--- config.mk ---
export PLATFORM = sky130hd
export DESIGN_NAME = bubble_sort_engine_unit
export DESIGN_NICKNAME = d
export VERILOG_FILES = /design/src/bse_pkg.sv /design/src/bse_cell.sv /design/src/bubble_sort_engine_unit.sv
export SDC_FILE = /design/constraint.sdc
export NUM_CORES = 1
export LEC_CHECK = 0
export BUFFER_PORTS_ARGS = -buffer_cell sky130_fd_sc_hd__buf_2
export CAP_MARGIN = 20
export CORE_MARGIN = 3
export CORE_UTILIZATION = 52
export CTS_CLUSTER_SIZE = 25
export DETAILED_ROUTE_END_ITERATION = 10
export PLACE_DENSITY_LB_ADDON = 0.05
export SLEW_MARGIN = 0
export SYNTH_ARGS = -nofsm -noshare
export SYNTH_HDL_FRONTEND = slang
export SYNTH_SLANG_ARGS = --single-unit
--- constraint.sdc ---
create_clock -name clk -period 2.24 [get_ports clk]
set_clock_uncertainty 0.15 [all_clocks]
set_input_delay 0.224 -clock clk [delete_from_list [all_inputs] [get_ports clk]]
set_output_delay 0.224 -clock clk [all_outputs]
set_load 0.02 [all_outputs]
--- src/bse_pkg.sv ---
`default_nettype none

package bse_pkg;

  localparam int VALUE_BITS = 8;

  typedef struct packed {
    logic shift;
    logic insert_block;
  } cell_ctrl_t;

endpackage

`default_nettype wire

--- src/bse_cell.sv ---
`default_nettype none

module bse_cell #(
  parameter int DATA_BITS = 8
) (
  input  wire                   clk,
  input  wire                   rst_n,
  input  bse_pkg::cell_ctrl_t   ctrl,
  input  wire                   tok_in_v,
  input  wire  [DATA_BITS-1:0]  tok_in_d,
  input  wire                   nbr_v,
  input  wire  [DATA_BITS-1:0]  nbr_d,
  output logic                  held_v,
  output logic [DATA_BITS-1:0]  held_d,
  output logic                  tok_out_v,
  output logic [DATA_BITS-1:0]  tok_out_d
);
  import bse_pkg::*;

  logic                 held_v_r, held_v_nxt;
  logic [DATA_BITS-1:0] held_d_r, held_d_nxt;
  logic                 tok_v_r, tok_v_nxt;
  logic [DATA_BITS-1:0] tok_d_r, tok_d_nxt;

  always_comb begin
    held_v_nxt = held_v_r;
    held_d_nxt = held_d_r;
    tok_v_nxt  = 1'b0;
    tok_d_nxt  = tok_d_r;
    if (ctrl.shift) begin
      held_v_nxt = nbr_v;
      held_d_nxt = nbr_d;
    end else if (tok_in_v && !ctrl.insert_block) begin
      if (!held_v_r) begin
        held_v_nxt = 1'b1;
        held_d_nxt = tok_in_d;
      end else if (tok_in_d < held_d_r) begin
        // keep the smaller value, push the displaced one on
        held_d_nxt = tok_in_d;
        tok_v_nxt  = 1'b1;
        tok_d_nxt  = held_d_r;
      end else begin
        tok_v_nxt = 1'b1;
        tok_d_nxt = tok_in_d;
      end
    end
  end

  always_ff @(posedge clk) begin
    if (!rst_n) begin
      held_v_r <= 1'b0;
      tok_v_r  <= 1'b0;
    end else begin
      held_v_r <= held_v_nxt;
      tok_v_r  <= tok_v_nxt;
    end
  end

  always_ff @(posedge clk) begin
    held_d_r <= held_d_nxt;
    tok_d_r  <= tok_d_nxt;
  end

  assign held_v    = held_v_r;
  assign held_d    = held_d_r;
  assign tok_out_v = tok_v_r;
  assign tok_out_d = tok_d_r;

endmodule

`default_nettype wire

--- src/bubble_sort_engine_unit.sv ---
// one input transaction per cycle while a set loads; each value sorts into a row of cells
// as it travels, one cell per cycle
// after the closing transaction the row settles until no value travels, then the sorted
// set leaves at one output transaction per cycle while out_stall is low; the ripple
// through the cell row sets the settle time
// synchronous active-low reset empties the row and clears the count; no clearing pass
`default_nettype none

module bubble_sort_engine_unit #(
  parameter int MAX_ITEMS = 16,
  parameter int DATA_BITS = 8
) (
  input  wire                            clk,
  input  wire                            rst_n,
  input  wire                            in_valid,
  output logic                           in_stall,
  input  wire  [bse_pkg::VALUE_BITS-1:0] in_value,
  input  wire                            in_last_in,
  output logic                           out_valid,
  input  wire                            out_stall,
  output logic [bse_pkg::VALUE_BITS-1:0] out_sorted_value,
  output logic                           out_last_out
);
  import bse_pkg::*;

  localparam int CW = $clog2(MAX_ITEMS + 1);

  localparam logic [1:0] ST_LOAD   = 2'd0;
  localparam logic [1:0] ST_SETTLE = 2'd1;
  localparam logic [1:0] ST_EMIT   = 2'd2;

  logic [1:0]    state_r, state_nxt;
  logic [CW-1:0] count_r, count_nxt;

  logic                 held_v [MAX_ITEMS+1];
  logic [DATA_BITS-1:0] held_d [MAX_ITEMS+1];
  logic                 tok_v  [MAX_ITEMS+1];
  logic [DATA_BITS-1:0] tok_d  [MAX_ITEMS+1];
  logic [MAX_ITEMS-1:0] busy_vec;

  cell_ctrl_t ctrl;
  logic       in_acc, out_acc, full, in_flight;

  assign in_acc  = in_valid && !in_stall;
  assign out_acc = out_valid && !out_stall;
  assign full    = (count_r == CW'(MAX_ITEMS));

  assign ctrl.shift        = out_acc;
  assign ctrl.insert_block = 1'b0;

  assign tok_v[0] = in_acc && !full;
  assign tok_d[0] = DATA_BITS'(in_value);

  assign held_v[MAX_ITEMS] = 1'b0;
  assign held_d[MAX_ITEMS] = '0;

  for (genvar i = 0; i < MAX_ITEMS; i++) begin : g_cell
    bse_cell #(
      .DATA_BITS(DATA_BITS)
    ) u_cell (
      .clk      (clk),
      .rst_n    (rst_n),
      .ctrl     (ctrl),
      .tok_in_v (tok_v[i]),
      .tok_in_d (tok_d[i]),
      .nbr_v    (held_v[i+1]),
      .nbr_d    (held_d[i+1]),
      .held_v   (held_v[i]),
      .held_d   (held_d[i]),
      .tok_out_v(tok_v[i+1]),
      .tok_out_d(tok_d[i+1])
    );
    assign busy_vec[i] = tok_v[i+1];
  end

  assign in_flight = |busy_vec;

  always_comb begin
    state_nxt = state_r;
    count_nxt = count_r;
    unique case (state_r)
      ST_LOAD: begin
        if (in_acc) begin
          if (!full) begin
            count_nxt = count_r + CW'(1);
          end
          if (in_last_in) begin
            state_nxt = ST_SETTLE;
          end
        end
      end
      ST_SETTLE: begin
        if (!in_flight) begin
          state_nxt = ST_EMIT;
        end
      end
      ST_EMIT: begin
        if (out_acc) begin
          count_nxt = count_r - CW'(1);
          if (count_r == CW'(1)) begin
            state_nxt = ST_LOAD;
          end
        end
      end
      default: begin
        state_nxt = ST_LOAD;
        count_nxt = '0;
      end
    endcase
  end

  always_ff @(posedge clk) begin
    if (!rst_n) begin
      state_r <= ST_LOAD;
      count_r <= '0;
    end else begin
      state_r <= state_nxt;
      count_r <= count_nxt;
    end
  end

  assign in_stall         = (state_r != ST_LOAD);
  assign out_valid        = (state_r == ST_EMIT);
  assign out_sorted_value = VALUE_BITS'(held_d[0]);
  assign out_last_out     = (count_r == CW'(1));

  // head cell must hold a value whenever a result is offered
  a_head_valid: assert property (@(posedge clk) disable iff (!rst_n)
    out_valid |-> held_v[0])
    else $error("emit with empty head cell");

  // no value may still be travelling while results go out
  a_settled: assert property (@(posedge clk) disable iff (!rst_n)
    out_valid |-> !in_flight)
    else $error("emit while the row is still settling");

  // final result returns the block to loading
  a_last_ends: assert property (@(posedge clk) disable iff (!rst_n)
    (out_acc && out_last_out) |=> (!out_valid && !in_stall && count_r == '0))
    else $error("set did not close after final result");

  a_count_bound: assert property (@(posedge clk) disable iff (!rst_n)
    count_r <= CW'(MAX_ITEMS))
    else $error("item count beyond capacity");

endmodule

`default_nettype wire
# Yosys cells after proc, flatten, opt, wreduce, memory -nomap -nowiden
# Cells that the tools add are included.
[word_totals] ff_bits=287 input_bits=13 out_inout_bits=11 word_cells=335
[classes] addsub=2 n_lt_le_gt_ge=16 eq_ne=26 n_mux=133 n_bitwise=19 reduce_logical=74
[op_table] op="two-way mux 8 bit" n=77
[op_table] op="less-than comparator 8 bit" n=16
[op_table] op="OR reduction 3 bit" n=16
[op_table] op="two-way mux 1 bit" n=46
[op_table] op="inequality test 3 bit (second input constant)" n=15
[op_table] op="AND reduction 3 bit" n=15
[op_table] op="AND reduction 2 bit" n=16
[op_table] op="nonzero test 2 bit" n=16
[op_table] op="inverter 1 bit" n=19
[op_table] op="OR reduction 16 bit" n=1
[op_table] op="two-way mux 5 bit" n=3
[op_table] op="one-hot mux 5 bit (3 select lines)" n=1
[op_table] op="two-way mux 2 bit" n=5
[op_table] op="inequality test 2 bit (second input constant)" n=5
[op_table] op="one-hot mux 2 bit (3 select lines)" n=1
[op_table] op="adder 5 x 1 -> 5 bit (second input constant)" n=1
[op_table] op="== test 5 x 1 -> 1 bit (second input constant)" n=1
[op_table] op="== test 5 bit (second input constant)" n=1
[op_table] op="AND reduction 5 bit" n=1
[op_table] op="subtractor 5 x 1 -> 5 bit (second input constant)" n=1
[op_table] op="inequality test 2 x 1 -> 1 bit (second input constant)" n=2
[op_table] op="AND reduction 4 bit" n=1
[op_table] op="logical AND 1 bit" n=3
[op_table] op="zero test 1 bit" n=3
[op_table] op="4 further kinds" n=4

# Logic depth before layout (Yosys ltp)
# Gate-level depths: netlist of run 1.
[logic_depth] ltp_word=6 depth_mapped=8 depth_no_buf=7

# By module
# A second synthesis of run 1 with hierarchy kept.
[unflattened] cells_unflattened=1191 area_unflattened_um2=15879.0
[modules_own_cells] mod="bse_cell" n_inst=16 cells_each=70 area_per_inst_um2=954.7 seq_area_each_um2=520.5
[modules_own_cells] mod="bubble_sort_engine_unit" n_inst=1 cells_each=71 area_per_inst_um2=604.3 seq_area_each_um2=140.1

# Least setup slack after synthesis of run 1
# Ideal clock, no wire load.
[synth_timing] path_kind="reg-to-reg" start="register g_cell[0].u_cell.held_d_r[3]" end="register g_cell[0].u_cell.held_d_r[0], enable pin" setup_ps=330 arrival_ps=1677 t_required_ps=1760 slack_ps=83 stages_incl_launch_ff=7 n_path_buf=0 synth_period_minus_slack_ps=2157 path_cell_list="edfxtp_1 inv_1 ha_1 a21oi_1 o21ai_1 a21oi_2 o21a_1"
[synth_via] elab_chain_cells=3
[synth_rtl] item="from (decl)" line_no="bse_cell.sv:21" rtl="logic [DATA_BITS-1:0] held_d_r, held_d_nxt;"
[synth_rtl] item="from (signal assigned)" line_no="bse_cell.sv:60" rtl="held_d_r <= held_d_nxt;"
[synth_rtl] item="less-than comparator 8 bit" line_no="bse_cell.sv:37" rtl="end else if (tok_in_d < held_d_r) begin"
[synth_rtl] item="inequality test 3 bit (no source line)"
[synth_rtl] item="AND reduction 2 bit (no source line)"
# No other way between the ends.
# A chain may end at the register's enable or synchronous reset.

# Worst setup path after layout of run 1
[layout_timing] start="register g_cell[12].u_cell.held_d_r[1]" end="register g_cell[12].u_cell.tok_d_r[3] (data pin)"
[layout_via] elab_chain_cells=2
[layout_rtl] item="from (decl)" line_no="bse_cell.sv:21"
[layout_rtl] item="from (signal assigned)" line_no="bse_cell.sv:60"
[layout_rtl] item="less-than comparator 8 bit" line_no="bse_cell.sv:37"
[layout_rtl] item="two-way mux 8 bit" line_no="bse_cell.sv:37"
[layout_rtl] item="to (signal assigned)" line_no="bse_cell.sv:61" rtl="tok_d_r <= tok_d_nxt;"
[layout_rtl] item="to (decl)" line_no="bse_cell.sv:23" rtl="logic [DATA_BITS-1:0] tok_d_r, tok_d_nxt;"
# No other way between the ends.

==> impl_metrics.json, run 1 <==
{
  "ant_nets": 0,
  "slew_viol_final": 0,
  "async_reset_ff_frac": 0,
  "p_leak_nw": 7.03,
  "ctsRootBufferMaster": "clkbuf_16",
  "die_h_um": 175,
  "pre_cts_ws_ns": 0.0648,
  "die_area_mm2": 0.0306,
  "antenna_found_initial": 0,
  "status": "complete, no violations",
  "report.final.hold_viol_count": 0,
  "fin_nets": 1566,
  "first_global_vias": 9902,
  "portBuffers": 23,
  "cts.clk_slew.worst_paths_ns": 0.06,
  "drive_gt1_frac": 0.205,
  "core_area_mm2": 0.0280,
  "peakVddDrop_mv": 0.543,
  "hp-start": "out_stall",
  "hold_ws_ns": 0.0459,
  "cts_max_path_buffers": 3,
  "seqCellArea_mm2": 0.00815,
  "placementRows": 61,
  "clk_latency_ns": 0.51,
  "grt_util_all_layers": 0.201,
  "power.density_mw_per_mm2": 707,
  "fin_crit_ns": 2.16,
  "diodes": 0,
  "grt_first_pass_wirelength_um": 50400,
  "crit_cells": 7,
  "finalPower_mw": 12.2,
  "path_class": "reg2reg",
  "place.gp.congestion": 0.803,
  "finalSetupViolations": 0,
  "cts_tree": "done",
  "ys_seq_area_frac": 0.548,
  "cp.arrival_ns": 2.26,
  "cp-startpoint": "g_cell[12].u_cell.held_d[1]",
  "via_per_inst": 5.32,
  "ys_warn_count": 0,
  "drc": 0,
  "timing.rr.end": "g_cell[12].u_cell.tok_out_d[3]",
  "crit_required_ns": 2.34,
  "critPathBufInv": 2,
  "clock_sinks": 287,
  "wirelength_um": 30300,
  "slew_headroom": 0.490,
  "critPathCapture": "g_cell[12].u_cell.tok_out_d[3]",
  "first_pass_iters": 5,
  "cts_made_buffers": 34,
  "dpl.hpwl_um": 21900,
  "syn_inst": 1337,
  "synth.distinct_cells": 50,
  "fillers": 2333,
  "cp_slowest_cell": "edfxtp_1",
  "max_stage_delay_ns": 0.40,
  "path_delay_family": "compound AO/OA/AOI/OAI gates",
  "ys.flop_type": "edfxtp_1",
  "netlist_area_mm2": 0.0149,
  "syn_avg_cell_area_um2": 11.1,
  "crit_top_cell": "a21oi_2",
  "hp-class": "in2reg",
  "max-cap-violations": 0,
  "pin_count": 24,
  "reg2reg_setup_slack_ns": 0.08,
  "syn_nets": 1465,
  "grt_max_degree": 121,
  "gr-total-overflow": 0,
  "ff2ff_path_depth": 7,
  "floorplan.initialDensity": 0.530,
  "yosys_register_bits": 287,
  "critPathCaptureType": "register",
  "syn2layout_area_growth_pct": 15.8,
  "critPathMaxFanout": 8,
  "multi_input_area_mm2": 0.00601,
  "fin_crit_sh": 0.966,
  "max_freq_mhz": 462,
  "die_x_um": 175,
  "htree_levels": 2,
  "crit_path_start_kind": "register",
  "tightestPinTransition_ns": 0.762,
  "drt_iter0_drc": 550,
  "wl_per_cell_um": 16.5,
  "r2r_start": "g_cell[12].u_cell.held_d[1]",
  "vias": 9783,
  "cp_cell_sequence": "inv_1 -> ha_1 -> a21oi_2 -> o21ai_1 -> a21oi_2 -> buf_4 -> mux2_2",
  "synth_edf_count": 240,
  "setup_ws_ns": 0.0766
}
==> power by group <==
group | total [mW] | internal, mW | switching (mW)
clock | 5.04 | 2.96 | 2.08
sequential | 6.04 | 5.95 | 0.0935
combinational | 1.09 | 0.493 | 0.599
==> placed cells by master, fill, tap and decap left out, types with 3 or more instances in the layout <==
cell type	n
buf_2	23
o21ai_0	101
mux2_2	121
nand2b_1	17
dfxtp_1	47
nand3_1	12
nor2_1	55
inv_1	144
a21oi_2	17
a211oi_1	25
nor3_1	15
buf_12	21
a211o_1	13
nor4_1	4
a21oi_1	71
clkinv_1	4
clkbuf_1	10
o21ai_1	39
nand2_1	217
buf_4	50
dlygate4sd3_1	11
clkbuf_16	35
clkinv_2	5
ha_1	115
o21ai_2	3
edfxtp_1	240
clkbuf_8	3
==> routing by layer <==
layer,part of all wire,global-route usage,vias up
met5,0,0,-
met4,0.015,0.0459,0
met3,0.037,0.0289,35
met2,0.46,0.328,148
met1,0.49,0.287,4612
li1,-,-,4988
==> flip-flops by register name (all words and copies together), names as in the netlist <==
name and flops:
g_cell.u_cell.held_v 16, g_cell.u_cell.held_d 128, state_r 2, count_r 5, g_cell.u_cell.tok_out_d 120, g_cell.u_cell.tok_out_v 16
==> cell type report <==
cell class,count,area share
repair buffers,105,0.0593
inverters,147,0.0321
clock buffers,48,0.0555
clock inverters,10,0.00305
well taps,378,0.0275
multi-input cells,863,0.349
flip-flops and latches,287,0.473
==> cells in the mapped netlist, drive strengths merged (2+ instances only) <==
master | count | share of area
nor2b | 2 | 0.00084
nand4 | 2 | 0.00084
nor4 | 4 | 0.0017
o21ai | 143 | 0.048
nand3 | 12 | 0.0040
buf | 17 | 0.0069
nor4b | 2 | 0.0012
xnor2 | 2 | 0.0012
dfxtp | 47 | 0.063
o311a | 2 | 0.0014
nand2 | 218 | 0.055
edfxtp | 240 | 0.49
a21oi | 88 | 0.033
or2 | 2 | 0.0010
nand2b | 17 | 0.0072
ha | 115 | 0.097
o21a | 2 | 0.0010
a31oi | 2 | 0.00084
a211oi | 27 | 0.014
mux2 | 121 | 0.092
inv | 146 | 0.037
nor3 | 16 | 0.0061
clkbuf | 23 | 0.0058
a211o | 15 | 0.0088
nor2 | 57 | 0.015
==> tightest hold or removal path, cell delays in order <==
cell and delay (ns):
buf_2 0.13, inv_1 0.11, a21oi_1 0.07, nand2_1 0.06
a21oi_1 0.05
==> worst min path at each step <==
stage                                             end  slack [ns]  cells after the start
after floorplan            g_cell[0].u_cell.held_d[0]        0.26                      2
after global placement    g_cell[15].u_cell.held_d[4]        0.30                      2
after detailed placement  g_cell[15].u_cell.held_d[4]        0.31                      2
after CTS                                  state_r[1]        0.02                      5
after global routing                       state_r[1]        0.08                      5
final                                      state_r[1]        0.05                      5
==> metrics by stage <==
stage / instances / util / area, um2 / TNS (ns)
finish: 1838 / 0.614 / 17200 / 0
detailed placement: 1765 / 0.572 / 16000 / 0
global route: 1838 / 0.614 / 17200 / -0.0380
floorplan: 1337 / - / 14900 / 0
global placement: 1765 / 0.572 / 16000 / 0
CTS: 1834 / 0.612 / 17100 / 0
==> timing repair <==
| item | 4_1_cts | 5_1_grt |
|---|---|---|
| hold buffers | 11 | 0 |
| setup endpoints to repair | 0 | 87 |
| setup buffers | 0 | 4 |
| endpoints found under the hold margin | 23 | 0 |
| gates resized for setup | 0 | 16 |
==> cells by family (layout without fill, tap and decap cells) <==
kind of cell | count (synthesis) | in the layout | synth area share
adder cells (fa/ha/maj) | 115 | 115 | 0.0968
multiplexers | 122 | 122 | 0.0924
flip-flops | 287 | 287 | 0.548
XOR/XNOR | 3 | 3 | 0.00177
AND/OR/NAND/NOR | 336 | 336 | 0.0955
buffers and inverters | 187 | 310 | 0.0498
AO/OA/AOI/OAI | 287 | 287 | 0.115
Note: power is estimated with default switching activity, not from simulation.
==> inputs of run 2 (changes only) <==
--- a/config.mk
+++ b/config.mk
@@ -5,13 +5,14 @@
 export SDC_FILE = /design/constraint.sdc
 export NUM_CORES = 1
 export LEC_CHECK = 0
-export BUFFER_PORTS_ARGS = -buffer_cell sky130_fd_sc_hd__buf_2
 export CAP_MARGIN = 20
 export CORE_MARGIN = 3
 export CORE_UTILIZATION = 52
 export CTS_CLUSTER_SIZE = 25
 export DETAILED_ROUTE_END_ITERATION = 10
+export DONT_BUFFER_PORTS = 1
 export PLACE_DENSITY_LB_ADDON = 0.05
+export SETUP_SLACK_MARGIN = 0.2
 export SLEW_MARGIN = 0
 export SYNTH_ARGS = -nofsm -noshare
 export SYNTH_HDL_FRONTEND = slang
==> impl_metrics.json, run 2 (same netlist as run 1, synthesis figures left out) <==
{
  "tightestPinTransition_ns": 0.707,
  "via_per_inst": 5.42,
  "dpl.cell_count": 1751,
  "gr-total-overflow": 0,
  "status": "complete, no violations",
  "crit_path_start_kind": "register",
  "r2r_start": "g_cell[0].u_cell.tok_out_d[1]",
  "clk_latency_ns": 0.57,
  "drt_iter0_drc": 667,
  "grt_first_pass_wirelength_um": 53000,
  "setup_ws_ns": 0.141,
  "fin_nets": 1684,
  "power.density_mw_per_mm2": 628,
  "portBuffers": 0,
  "layout.cells.most_common_list": "edfxtp_1, nand2_1, buf_4",
  "diodes": 0,
  "dpl.hpwl_um": 21700,
  "post_dp_cell_area_mm2": 0.0160,
  "cts_made_buffers": 31,
  "htree_levels": 1,
  "die_h_um": 175,
  "max_freq_mhz": 477,
  "hold_ws_ns": 0.109,
  "p_leak_nw": 8.09,
  "pin_count": 24,
  "postLayoutCoreUtil": 0.700,
  "tns_ns": 0,
  "layout_commonest_cell": "edfxtp_1",
  "floorplan.initialDensity": 0.530,
  "critPathCaptureType": "register",
  "hp-start": "in_valid",
  "largest_reg_flops": 128,
  "fin_crit_ns": 2.10,
  "finalSetupViolations": 0,
  "vias": 10600,
  "peakVddDrop_mv": 0.519,
  "fin_cells": 1955,
  "cp-startpoint": "g_cell[0].u_cell.tok_out_d[1]",
  "wirelength_um": 34500,
  "cts_max_path_buffers": 3,
  "final_cell_area_mm2": 0.0196,
  "crit_required_ns": 2.40,
  "core_area_mm2": 0.0280,
  "grt_max_degree": 105,
  "max-cap-violations": 0,
  "critPathMaxFanout": 3,
  "report.final.hold_viol_count": 0,
  "drc": 0,
  "antenna_found_initial": 0,
  "ctsRootBufferMaster": "clkbuf_16",
  "placementRows": 61,
  "drive_gt1_frac": 0.388,
  "path_class": "reg2reg",
  "ant_nets": 0,
  "fin_crit_sh": 0.937,
  "rsz0062_at_grt": "true",
  "place.gp.congestion": 0.811,
  "hp-class": "in2reg",
  "wl_per_cell_um": 17.6,
  "grt_util_all_layers": 0.209,
  "clock_sinks": 287,
  "cts_tree": "done",
  "first_pass_iters": 5,
  "syn2layout_area_growth_pct": 31.9,
  "cp.arrival_ns": 2.26,
  "cts.clk_slew.worst_paths_ns": 0.06,
  "die_area_mm2": 0.0306,
  "finalPower_mw": 12.3,
  "pre_cts_ws_ns": 0.00646,
  "slew_viol_final": 0,
  "first_global_vias": 10400,
  "slew_headroom": 0.527,
  "die_x_um": 175
}
-- run 2: cell types whose count changed in the layout (fill, tap and decap cells not counted), sizes merged --
| cell | before | now |
|---|---|---|
| buf | 94 | 213 |
| clkinv | 9 | 5 |
| bufinv | 0 | 1 |
| clkbuf | 48 | 49 |
| clkinvlp | 1 | 0 |
| dlygate4sd3 | 11 | 12 |
-- run 2: worst paths after layout --
check                                                     end  slack (ns)  depth (start not counted)
worst max-delay path            g_cell[1].u_cell.tok_out_d[2]        0.14                          6
worst min-delay path                               count_r[0]        0.11                          5
worst max register to register  g_cell[1].u_cell.tok_out_d[2]        0.14                          6
worst min register to register    g_cell[15].u_cell.held_d[5]        0.32                          2
-- run 2: repair_timing --
action | in CTS | in global routing
gates resized for setup | 117 | 238
buffers inserted | 69 | 68
gates cloned | 0 | 1
endpoints found under the hold margin | 66 | 0
hold buffers | 12 | 0
pin swaps | 40 | 89
setup endpoints to repair | 215 | 257
-- run 2: final cells by class --
type                       instances  area, um2
timing repair buffer             226       2030
clock buffer                      48        891
sequential                       287       8150
inverter                         147        552
fill                            2013       8410
clock inverter                     6       57.6
multi-input combinational        863       7450
tap                              378        473
-- run 2: routing by layer --
layer,vias to the layer above,wire (um),global-route usage
li1,5207,-,-
met1,5216,16300,0.300
met2,134,16500,0.343
met3,43,1030,0.0252
met4,0,586,0.0452
met5,-,0,0
-- run 2: critical path, stage by stage (launching register included) --
cell and delay [ns]:
edfxtp_1 0.44, ha_4 0.29, a21oi_4 0.17, o21ai_4 0.08
a21oi_2 0.21, buf_4 0.18, mux2_2 0.33
-- run 2: where the power goes --
part | internal, mW | total, mW | leakage (nW) | switching [mW]
combinational | 0.674 | 1.40 | 5.08 | 0.728
sequential | 5.95 | 6.05 | 2.55 | 0.102
clock | 2.82 | 4.86 | 0.463 | 2.04
total | 9.44 | 12.3 | 8.09 | 2.87
==> inputs of run 3 (changes only) <==
--- a/config.mk
+++ b/config.mk
@@ -16,4 +16,5 @@
 export SLEW_MARGIN = 0
 export SYNTH_ARGS = -nofsm -noshare
 export SYNTH_HDL_FRONTEND = slang
+export SYNTH_HIERARCHICAL = 1
 export SYNTH_SLANG_ARGS = --single-unit
==> impl_metrics.json, run 3 <==
{
  "crit_path_start_kind": "register",
  "ys_warn_count": 6,
  "crit_required_ns": 2.35,
  "path_class": "reg2reg",
  "report.final.hold_viol_count": 0,
  "syn_avg_cell_area_um2": 13.2,
  "placementRows": 62,
  "diodes": 0,
  "first_pass_iters": 5,
  "fin_crit_ns": 2.33,
  "wirelength_um": 34300,
  "die_x_um": 179,
  "core_area_mm2": 0.0291,
  "cts_tree": "done",
  "largest_reg_flops": 128,
  "floorplan.initialDensity": 0.534,
  "layout_commonest_cell": "edfxtp_1",
  "clockPowerShare": 0.439,
  "cts.clk_slew.worst_paths_ns": 0.06,
  "drive_gt1_frac": 0.456,
  "fin_nets": 1637,
  "reg2reg_setup_slack_ns": -0.09,
  "post_dp_cell_area_mm2": 0.0188,
  "fin_crit_sh": 1.04,
  "swShare": 0.216,
  "max_freq_mhz": 429,
  "peakVddDrop_mv": 0.554,
  "critPathCaptureType": "register",
  "finalPower_mw": 12.1,
  "max-cap-violations": 0,
  "violations": "negative setup slack",
  "rsz0062_at_grt": "true",
  "status": "finished, violations left",
  "p_int_mw": 9.49,
  "drc": 0,
  "clk_latency_ns": 0.51,
  "ff2ff_path_depth": 6,
  "max_stage_delay_ns": 0.41,
  "cp.arrival_ns": 2.44,
  "syn_inst": 1174,
  "drt_iter0_drc": 539,
  "antenna_found_initial": 0,
  "pre_cts_ws_ns": -0.0557,
  "critPathMaxFanout": 4,
  "slew_viol_final": 0,
  "place.gp.congestion": 0.767,
  "hold_ws_ns": 0.288,
  "p_sw_mw": 2.61,
  "crit_cells": 6,
  "layout.cells.most_common_list": "edfxtp_1, mux2_4, buf_4",
  "critPathBufInv": 2,
  "gr-total-overflow": 0,
  "die_h_um": 179,
  "final_cell_area_mm2": 0.0211,
  "dpl.hpwl_um": 24200,
  "cts_max_path_buffers": 3,
  "power_frac_comb": 0.074,
  "via_per_inst": 5.36,
  "grt_first_pass_wirelength_um": 55200,
  "vias": 10300,
  "first_global_vias": 10500,
  "wl_per_cell_um": 17.9,
  "timing.rr.end": "g_cell[14].u_cell/tok_out_d[1]",
  "portBuffers": 0,
  "power.density_mw_per_mm2": 575,
  "clock_sinks": 287,
  "cp_cell_sequence": "inv_1 -> ha_1 -> a2111o_1 -> a211oi_4 -> buf_4 -> mux2_4",
  "path_delay_family": "compound AO/OA/AOI/OAI gates",
  "die_area_mm2": 0.0320,
  "pin_count": 24,
  "syn2layout_area_growth_pct": 35.6,
  "grt_max_degree": 50,
  "r2r_start": "g_cell[14].u_cell/held_d[1]",
  "cp_slowest_cell": "a2111o_1",
  "htree_levels": 2,
  "ant_nets": 0,
  "hp-class": "in2reg",
  "p_leak_nw": 8.84,
  "seq_power_share": 0.487,
  "cp-startpoint": "g_cell[14].u_cell/held_d[1]",
  "critPathCapture": "g_cell[14].u_cell/tok_out_d[1]",
  "grt_util_all_layers": 0.216,
  "setup_ws_ns": -0.0924,
  "cts_made_buffers": 34,
  "ctsRootBufferMaster": "clkbuf_16",
  "finalSetupViolations": 101,
  "netlist_area_mm2": 0.0155
}
## run 3: worst register-to-register path: cells and delay by family (launching register included)
kind            cells  cell delay [ns]
buf+inv             2             0.25
compound gates      2             0.78
fa+ha+maj           1             0.22
flops               1             0.39
mux                 1             0.29
## run 3: what timing repair did
item                                   in CTS  in global routing
gates resized for setup                    90                 47
buffers inserted                           33                 27
gates cloned                                0                  0
setup endpoints to repair                 240                249
pin swaps                                  19                 15
endpoints found under the hold margin      55                  0
hold buffers                               12                  0
## run 3: power groups by stage
| stage | clock (mW) | combinational, mW | sequential (mW) |
|---|---|---|---|
| 2_1_floorplan | 0 | 0.533 | 6.03 |
| 3_3_place_gp | 0 | 0.763 | 6.01 |
| 3_5_place_dp | 0 | 0.777 | 6.01 |
| 4_1_cts | 5.42 | 0.869 | 5.90 |
| 5_1_grt | 5.64 | 0.969 | 5.91 |
| 6_report | 5.31 | 0.896 | 5.90 |
## run 3: routing by layer
layer  wire length, um  vias to the layer above  GRT usage
met5                 0                        -          0
met4               603                        0     0.0555
met3              1030                       52     0.0277
met2             16200                      133      0.347
met1             16400                     5093      0.312
li1                  -                     5012          -
## run 3: cell type report
class,count,area (um2)
sequential,287,8240
tap,384,480
clock buffer,47,973
fill,1901,8040
inverter,151,569
clock inverter,15,96.3
timing repair buffer,292,2460
multi-input combinational,742,8230
## run 3: worst min path at each step
| stage | start | to | depth (start not counted) |
|---|---|---|---|
| global route | in_value[7] | g_cell[0].u_cell/tok_out_d[1] | 4 |
| detailed placement | rst_n | state_r[1] | 1 |
| global placement | rst_n | state_r[1] | 1 |
| floorplan | rst_n | state_r[1] | 1 |
| CTS | in_value[7] | g_cell[0].u_cell/tok_out_d[3] | 4 |
| finish | in_value[7] | g_cell[0].u_cell/tok_out_d[1] | 4 |
## run 3: per-stage QoR
step	std cells	util	TNS (ns)
CTS	1890	0.708	-1.43
global route	1918	0.724	-11.29
global placement	1783	0.645	-0.878
floorplan	1198	-	-18.25
detailed placement	1783	0.645	-1.64
finish	1918	0.724	-3.46
